--- src/hw/rtl/mif_pkg.sv ---
// Shared types and constants for the median image filter.
// Holds field widths, register indexes and the controller/datapath structs.
// No dependencies.
package mif_pkg;

    localparam int PIX_W  = 8;   // grey sample width
    localparam int CFG_W  = 11;  // widest configuration register
    localparam int SIZE_W = 4;   // window_size register width
    localparam int HALF_W = SIZE_W - 1;
    localparam int ROW_W  = 11;  // row counter width, wraps at 2048
    localparam int IDX_W  = 2;   // configuration register index width
    localparam int BIT_W  = 3;   // bit position within a pixel

    localparam int DEF_MAX_WIDTH  = 1024;
    localparam int DEF_MAX_HEIGHT = 1024;
    localparam int DEF_MAX_WINDOW = 9;

    localparam logic [IDX_W-1:0] REG_IMAGE_WIDTH  = 2'd0;
    localparam logic [IDX_W-1:0] REG_IMAGE_HEIGHT = 2'd1;
    localparam logic [IDX_W-1:0] REG_WINDOW_SIZE  = 2'd2;

    localparam logic [CFG_W-1:0]  RST_IMAGE_WIDTH  = 11'd512;
    localparam logic [CFG_W-1:0]  RST_IMAGE_HEIGHT = 11'd512;
    localparam logic [SIZE_W-1:0] RST_WINDOW_SIZE  = 4'd3;

    typedef struct packed {
        logic              accept;       // take the input beat, shift the window
        logic              rd_issue;     // read one stored row at rd_idx
        logic [SIZE_W-1:0] rd_idx;
        logic              pos;          // locate the output, store pixel, advance
        logic              rank_count;   // count zeros at bit_idx per window row
        logic              rank_decide;  // settle one result bit
        logic [BIT_W-1:0]  bit_idx;
        logic              load_out;     // move the result into the output stage
    } dp_cmd_t;

    typedef struct packed {
        logic              emit;         // this item yields a result
        logic [SIZE_W-1:0] size;         // window side in use
        logic              out_busy;     // output stage cannot take a result
    } dp_status_t;

endpackage

--- src/hw/rtl/mif_ctrl.sv ---
// Sequencer of the median image filter: one item at a time through
// accept, row reads, position check, bit-serial ranking and output load.
// Depends on mif_pkg.
module mif_ctrl import mif_pkg::*; (
    input  logic       aclk,
    input  logic       aresetn,
    input  logic       s_tvalid,
    output logic       s_tready,
    input  dp_status_t status,
    output dp_cmd_t    cmd
);

    typedef enum logic [5:0] {
        ST_IDLE   = 6'b000001,
        ST_READ   = 6'b000010,
        ST_POS    = 6'b000100,
        ST_RANK_A = 6'b001000,
        ST_RANK_B = 6'b010000,
        ST_DONE   = 6'b100000
    } state_t;

    state_t            state_reg, state_next;
    logic [SIZE_W-1:0] rd_cnt_reg, rd_cnt_next;
    logic [BIT_W-1:0]  bit_reg, bit_next;
    logic [SIZE_W-1:0] size_m1;

    assign size_m1 = status.size - SIZE_W'(1);

    always_comb begin
        state_next  = state_reg;
        rd_cnt_next = rd_cnt_reg;
        bit_next    = bit_reg;
        cmd         = '0;
        cmd.rd_idx  = rd_cnt_reg;
        cmd.bit_idx = bit_reg;
        s_tready    = 1'b0;
        case (state_reg)
            ST_IDLE: begin
                s_tready = 1'b1;
                if (s_tvalid) begin
                    cmd.accept  = 1'b1;
                    rd_cnt_next = '0;
                    state_next  = ST_READ;
                end
            end
            ST_READ: begin
                cmd.rd_issue = (rd_cnt_reg < size_m1);
                if (rd_cnt_reg == size_m1) begin
                    state_next = ST_POS;
                end else begin
                    rd_cnt_next = rd_cnt_reg + SIZE_W'(1);
                end
            end
            ST_POS: begin
                cmd.pos = 1'b1;
                if (status.emit) begin
                    bit_next   = '1;
                    state_next = ST_RANK_A;
                end else begin
                    state_next = ST_IDLE;
                end
            end
            ST_RANK_A: begin
                cmd.rank_count = 1'b1;
                state_next     = ST_RANK_B;
            end
            ST_RANK_B: begin
                cmd.rank_decide = 1'b1;
                if (bit_reg == '0) begin
                    state_next = ST_DONE;
                end else begin
                    bit_next   = bit_reg - BIT_W'(1);
                    state_next = ST_RANK_A;
                end
            end
            ST_DONE: begin
                if (!status.out_busy) begin
                    cmd.load_out = 1'b1;
                    state_next   = ST_IDLE;
                end
            end
            default: begin
                state_next = ST_IDLE;
            end
        endcase
    end

    always_ff @(posedge aclk) begin
        if (!aresetn) begin
            state_reg  <= ST_IDLE;
            rd_cnt_reg <= '0;
            bit_reg    <= '0;
        end else begin
            state_reg  <= state_next;
            rd_cnt_reg <= rd_cnt_next;
            bit_reg    <= bit_next;
        end
    end

endmodule

--- config.mk ---
export PLATFORM = sky130hd
export DESIGN_NAME = mif_ctrl
export DESIGN_NICKNAME = d
export VERILOG_FILES = /design/src/hw/rtl/mif_pkg.sv /design/src/hw/rtl/mif_ctrl.sv
export SDC_FILE = /design/constraint.sdc
export NUM_CORES = 1
export LEC_CHECK = 0
export ABC_CLOCK_PERIOD_IN_PS = 2350
export BUFFER_PORTS_ARGS = -buffer_cell sky130_fd_sc_hd__buf_2
export CORE_ASPECT_RATIO = 0.8
export CORE_MARGIN = 2
export CORE_UTILIZATION = 52
export DETAILED_ROUTE_END_ITERATION = 16
export PLACE_DENSITY = 0.78
export SYNTH_ARGS = -nofsm -noshare
export SYNTH_HDL_FRONTEND = slang
export SYNTH_SLANG_ARGS = --single-unit
--- constraint.sdc ---
create_clock -name aclk -period 2.35 [get_ports aclk]
set_clock_uncertainty 0.15 [all_clocks]
set_input_delay 0.1175 -clock aclk [delete_from_list [all_inputs] [get_ports aclk]]
set_output_delay 0.1175 -clock aclk [all_outputs]
set_load 0.01 [all_outputs]
==> flow_metrics.tcl, run 1 <==
set metrics [dict create \
    status "complete, no violations" \
    cp-start-kind "register" \
    worstSetupPathType "register to output pin" \
    ff2ff_path_depth 4 \
    syn_to_final_growth_pct 16.4 \
    viasPerCell 5.63 \
    io_pins 23 \
    path_buf_inv 1 \
    cts_resized 0 \
    grt_pass1_wl_um 3320 \
    drc 0 \
    synth_top_family_by_area "simple AND/OR/NAND/NOR gates" \
    cts.path.max_buffers 2 \
    syn_nets 121 \
    fmax_mhz 466 \
    start_util_pct 56.5 \
    core_area_um2 1660 \
    tritoncts "built" \
    synth_edf_count 0 \
    period_share_pct 91.4 \
    synth-simple-area-share_pct 35.5 \
    largest_reg_flops 6 \
    cp_top_family "simple AND/OR/NAND/NOR gates" \
    via_count 844 \
    r2r_start "state_reg[4]$_SDFFE_PN0P_" \
    synth_cell_types 43 \
    whs_ns 0.0278 \
    setup_viol 0 \
    insertion_delay_ns 0.29 \
    worstHoldStart "status[5]" \
    cp_max_fo 10 \
    rows 13 \
    yosys_warnings 0 \
    synthAdderAreaFrac_pct 10.7 \
    worst_slack_ns 0.202 \
    synth_compound_area_share_pct 15.0 \
    grt_max_degree 11 \
    die_x_um 51.5 \
    arrival_ns 1.88 \
    crit-reg2reg-capture "bit_reg[2]$_SDFFE_PN0P_" \
    final_cell_mix "buf_2, dfxtp_1, nor2_1, ha_1" \
    clkTransAtPathRegs_ns 0.09 \
    io_buffers 22 \
    layout_commonest_cell "buf_2" \
    root_buffer "clkbuf_4" \
    die_y_um 42.0 \
    leakagePower_nw 0.520 \
    rsz0062_at_grt "false" \
    ff2ff_setup_slack_ns 0.26 \
    synth_cells 104 \
    synth-xor-area-share_pct 5.61 \
    dieArea_um2 2160 \
    cts_made_buffers 3 \
    ant_nets 0 \
    hold_viol 0 \
    worst-slew-pin-transition_ns 0.428 \
    final_core_util_pct 65.8 \
    muxShareOfSynthArea_pct 0 \
    layoutNonFillerInstCount 150 \
    ir_worst_vdd_uv 422 \
    ys_async_sr_fraction_pct 0 \
    dpl.hpwl_um 1610 \
    grt_pass1_vias 773 \
    maxSlewHeadroom_pct 71.4 \
    dpl_worst_slack_ns 0.262 \
    layout-drive-gt1-share_pct 26.6 \
    clock-sinks 13 \
    gp_congestion 0.902 \
    cpMaxStageDelayCell "or4_1" \
    worstSetupEndpointType "output pin" \
    p_per_area_nw_per_um2 667 \
    place_inst 145 \
    hold_path_end "bit_reg[2]$_SDFFE_PN0P_" \
    track_usage_pct 20.3 \
    crit_path_cell_trace "or4_1 -> nor2_1 -> and2_1 -> buf_2" \
    routed_wl_um 1990 \
    nets 146 \
    holdPathStages 3 \
    ys_ff_latch 13 \
    finalSetupTns_ns 0 \
    postSynthAreaPerCell_um2 9.01 \
    min_path_type "input pin to register" \
    diodes 0 \
    period_minus_slack_ns 2.15 \
    max_stage_delay_ns 0.65 \
    grt_overflow 0 \
    drv_slew 0 \
    postCtsSetupRepairBufs 0 \
    cts-htree-levels 1 \
    cap_violations 0 \
    ys_seq_area_share_pct 27.8 \
    crit_start "state_reg[2]$_SDFFE_PN0P_" \
    firstDrtPassIters 4 \
    antenna_found_initial 0 \
    drt_iter0_markers 16 \
    synthFlopType "dfxtp_1" \
    synth.cell_area_um2 937 \
    critPathRequiredTime_ns 2.08 \
    wl_per_cell_um 13.3 \
]
[tightest hold or removal path, stage by stage]
cell    delay, ns
buf_2        0.09
and2_1       0.12
o31a_1       0.12
[cell type report]
| class | count | area [um2] |
|---|---|---|
| clock buffer | 3 | 22.5 |
| clock inverter | 1 | 5.00 |
| fill | 161 | 568 |
| inverter | 6 | 22.5 |
| multi-input combinational | 81 | 626 |
| sequential | 13 | 260 |
| tap | 22 | 27.5 |
| timing repair buffer | 24 | 128 |
[synth_stat cells, drive strengths merged (2+ instances only)]
master / count / area [um2]
dfxtp: 13 / 260
ha: 8 / 100
nor2: 8 / 30.0
inv: 6 / 22.5
nand2: 6 / 22.5
nor3: 5 / 25.0
buf: 4 / 28.8
xnor2: 4 / 35.0
a211oi: 3 / 22.5
and2: 3 / 18.8
nand2b: 3 / 18.8
nand3: 3 / 15.0
nor2b: 3 / 18.8
nor4b: 3 / 47.5
o21ai: 3 / 15.0
or3: 3 / 23.8
and4b: 2 / 20.0
nand4: 2 / 12.5
o211a: 2 / 20.0
or3b: 2 / 20.0
xor2: 2 / 17.5
[stage by stage]
step	total power, mW	instance area [um2]
after floorplan	0.497	937
after global placement	0.583	1050
after detailed placement	0.585	1050
after CTS	0.733	1090
after global routing	0.780	1090
final	0.728	1090
[where the power goes]
| part | switching (mW) | internal (mW) |
|---|---|---|
| Combinational | 0.165 | 0.132 |
| Sequential | 0.0448 | 0.242 |
| Clock | 0.0804 | 0.0633 |
| Total | 0.290 | 0.438 |
[metal layers]
| metal | up-vias | part of all wire [%] | wire (um) | GRT usage (%) |
|---|---|---|---|---|
| met4 | 0 | 1.5 | 29 | 6.84 |
| met2 | 20 | 48 | 949 | 31.8 |
| li1 | 428 | - | - | - |
| met1 | 392 | 46 | 910 | 25.8 |
| met3 | 4 | 5.0 | 99 | 7.14 |
| met5 | - | 0 | 0 | 0 |
[cell families (layout without fill, tap and decap cells)]
logic type,count (synthesis),in the layout
AND/OR/NAND/NOR,50,50
XOR/XNOR,6,6
AO/OA/AOI/OAI,17,17
adder cells (fa/ha/maj),8,8
flip-flops,13,13
buffers and inverters,10,34
[timing repair]
action,in CTS,in global routing
hold buffers,1,0
endpoints found under the setup margin,0,0
endpoints found under the hold margin,3,0
[worst max path at each step]
| stage | to | cells past startpoint | slack [ns] |
|---|---|---|---|
| after floorplan | bit_reg[2]$_SDFFE_PN0P_ | 5 | 0.45 |
| after global placement | bit_reg[2]$_SDFFE_PN0P_ | 4 | 0.29 |
| after detailed placement | bit_reg[2]$_SDFFE_PN0P_ | 4 | 0.26 |
| after CTS | cmd[12] | 4 | 0.21 |
| after global routing | cmd[12] | 4 | 0.11 |
| final | cmd[12] | 4 | 0.20 |
Note: power is estimated with default switching activity, not from simulation.
==> inputs of run 2 (changes only) <==
--- a/config.mk
+++ b/config.mk
@@ -9,9 +9,8 @@
 export BUFFER_PORTS_ARGS = -buffer_cell sky130_fd_sc_hd__buf_2
 export CORE_ASPECT_RATIO = 0.8
 export CORE_MARGIN = 2
-export CORE_UTILIZATION = 52
+export CORE_UTILIZATION = 28
 export DETAILED_ROUTE_END_ITERATION = 16
-export PLACE_DENSITY = 0.78
 export SYNTH_ARGS = -nofsm -noshare
 export SYNTH_HDL_FRONTEND = slang
 export SYNTH_SLANG_ARGS = --single-unit
==> flow_metrics.tcl, run 2 (synthesis results as in run 1) <==
set metrics [dict create \
    status "complete, no violations" \
    min_path_type "input pin to register" \
    cts_resized 0 \
    cts.path.max_buffers 2 \
    dieArea_um2 3830 \
    fin_area_um2 1120 \
    p_int_mw 0.489 \
    root_buffer "clkbuf_8" \
    antenna_found_initial 0 \
    p_per_area_nw_per_um2 699 \
    p_clk_share_pct 25.7 \
    switching_power_mw 0.294 \
    hold_viol 0 \
    ant_nets 0 \
    via_count 838 \
    rows 18 \
    maxSlewHeadroom_pct 72.1 \
    postCtsSetupRepairBufs 0 \
    firstDrtPassIters 4 \
    layout_commonest_cell "buf_2" \
    cp-start-kind "register" \
    cts_made_buffers 3 \
    io_pins 23 \
    grt_pass1_vias 751 \
    wl_per_cell_um 12.1 \
    clock-sinks 13 \
    gp_congestion 0.827 \
    start_util_pct 29.9 \
    setup_viol 0 \
    cts-htree-levels 1 \
    grt_max_degree 11 \
    layout-drive-gt1-share_pct 26.0 \
    arrival_ns 1.84 \
    drc 0 \
    grt_overflow 0 \
    ir_worst_vdd_uv 336 \
    cap_violations 0 \
    crit_path_cell_trace "or4_1 -> nor2_1 -> and2_1 -> buf_2" \
    nets 145 \
    cp_max_fo 10 \
    viasPerCell 5.02 \
    track_usage_pct 11.3 \
    max_stage_delay_ns 0.66 \
    clkTransAtPathRegs_ns 0.06 \
    worstSetupEndpointType "output pin" \
    critPathRequiredTime_ns 2.08 \
    path_buf_inv 1 \
    final_cell_mix "buf_2, dfxtp_1, nor2_1, ha_1" \
    rsz0062_at_grt "false" \
    diodes 0 \
    period_minus_slack_ns 2.11 \
    switching_share_pct 37.6 \
    cp_top_family "simple AND/OR/NAND/NOR gates" \
    comb_power_share_pct 37.8 \
    die_y_um 55.7 \
    core_area_um2 3130 \
    cpMaxStageDelayCell "or4_1" \
    leakagePower_nw 0.519 \
    fmax_mhz 474 \
    drv_slew 0 \
    dpl_cell_area_um2 1080 \
    fillers 314 \
    syn_to_final_growth_pct 19.6 \
    worst-slew-pin-transition_ns 0.414 \
    dpl.hpwl_um 1640 \
    routed_wl_um 2020 \
    largest_reg_flops 6 \
    hold_buffers 0 \
    insertion_delay_ns 0.24 \
    drt_iter0_markers 35 \
    period_share_pct 89.8 \
    p_seq_share_pct 36.5 \
    tritoncts "built" \
    worstSetupPathType "register to output pin" \
    die_x_um 68.7 \
    grt_pass1_wl_um 3280 \
    finalSetupTns_ns 0 \
    io_buffers 22 \
]
run 2: changes by cell type in the layout (fill, tap and decap cells not counted):
| cell | previous run | this run |
|---|---|---|
| clkbuf_8 | 0 | 3 |
| clkbuf_4 | 3 | 0 |
| clkbuf_1 | 0 | 1 |
| dlygate4sd3_1 | 1 | 0 |
| clkinv_2 | 1 | 0 |
run 2: layout make-up:
class	instances	area [um2]	area share, %
Clock buffer	4	45.0	4.02
Inverter	6	22.5	2.01
Multi-Input combinational cell	81	626	55.8
Sequential cell	13	260	23.2
Tap cell	40	50.0	4.46
Timing Repair Buffer	23	118	10.5
run 2: power by group through the flow:
stage	Combinational, mW	Clock [mW]	Sequential, mW
CTS	0.295	0.202	0.286
floorplan	0.233	0	0.265
finish	0.296	0.201	0.286
global route	0.331	0.212	0.292
detailed placement	0.292	0	0.290
global placement	0.294	0	0.287
run 2: per-layer routing:
layer | share of wire, % | wire length [um] | vias to the layer above | track usage, %
li1 | - | - | 429 | -
met2 | 44 | 891 | 25 | 15.8
met4 | 2.0 | 40 | 0 | 6.86
met5 | 0 | 0 | - | 0
met3 | 4.3 | 88 | 4 | 2.02
met1 | 50 | 1000 | 380 | 15.7
run 2: metrics by stage:
stage / worst slack, ns / hold slack (ns) / cells / util [%] / power (mW)
CTS: 0.240 / 0.0349 / 167 / 35.8 / 0.783
finish: 0.240 / 0.0320 / 167 / 35.8 / 0.783
global placement: 0.343 / 0.286 / 163 / 34.4 / 0.582
detailed placement: 0.300 / 0.290 / 163 / 34.4 / 0.582
global route: 0.106 / 0.0531 / 167 / 35.8 / 0.835
floorplan: 0.451 / 0.0802 / 104 / - / 0.497
run 2: worst register-to-register path, delay by kind of cell, from the launching register on:
kind | cells | cell delay (ns)
flip-flops | 1 | 0.52
AO/OA/AOI/OAI | 1 | 0.28
AND/OR/NAND/NOR | 3 | 1.00
run 2: path summary, 6_finish.rpt:
path	from	endpoint	slack, ns	depth (start not counted)
max	state_reg[2]$_SDFFE_PN0P_	cmd[12]	0.24	4
min reg2reg	rd_cnt_reg[3]$_SDFFE_PN0P_	rd_cnt_reg[3]$_SDFFE_PN0P_	0.37	2
min	aresetn	bit_reg[2]$_SDFFE_PN0P_	0.03	2
max reg2reg	state_reg[4]$_SDFFE_PN0P_	bit_reg[2]$_SDFFE_PN0P_	0.29	4
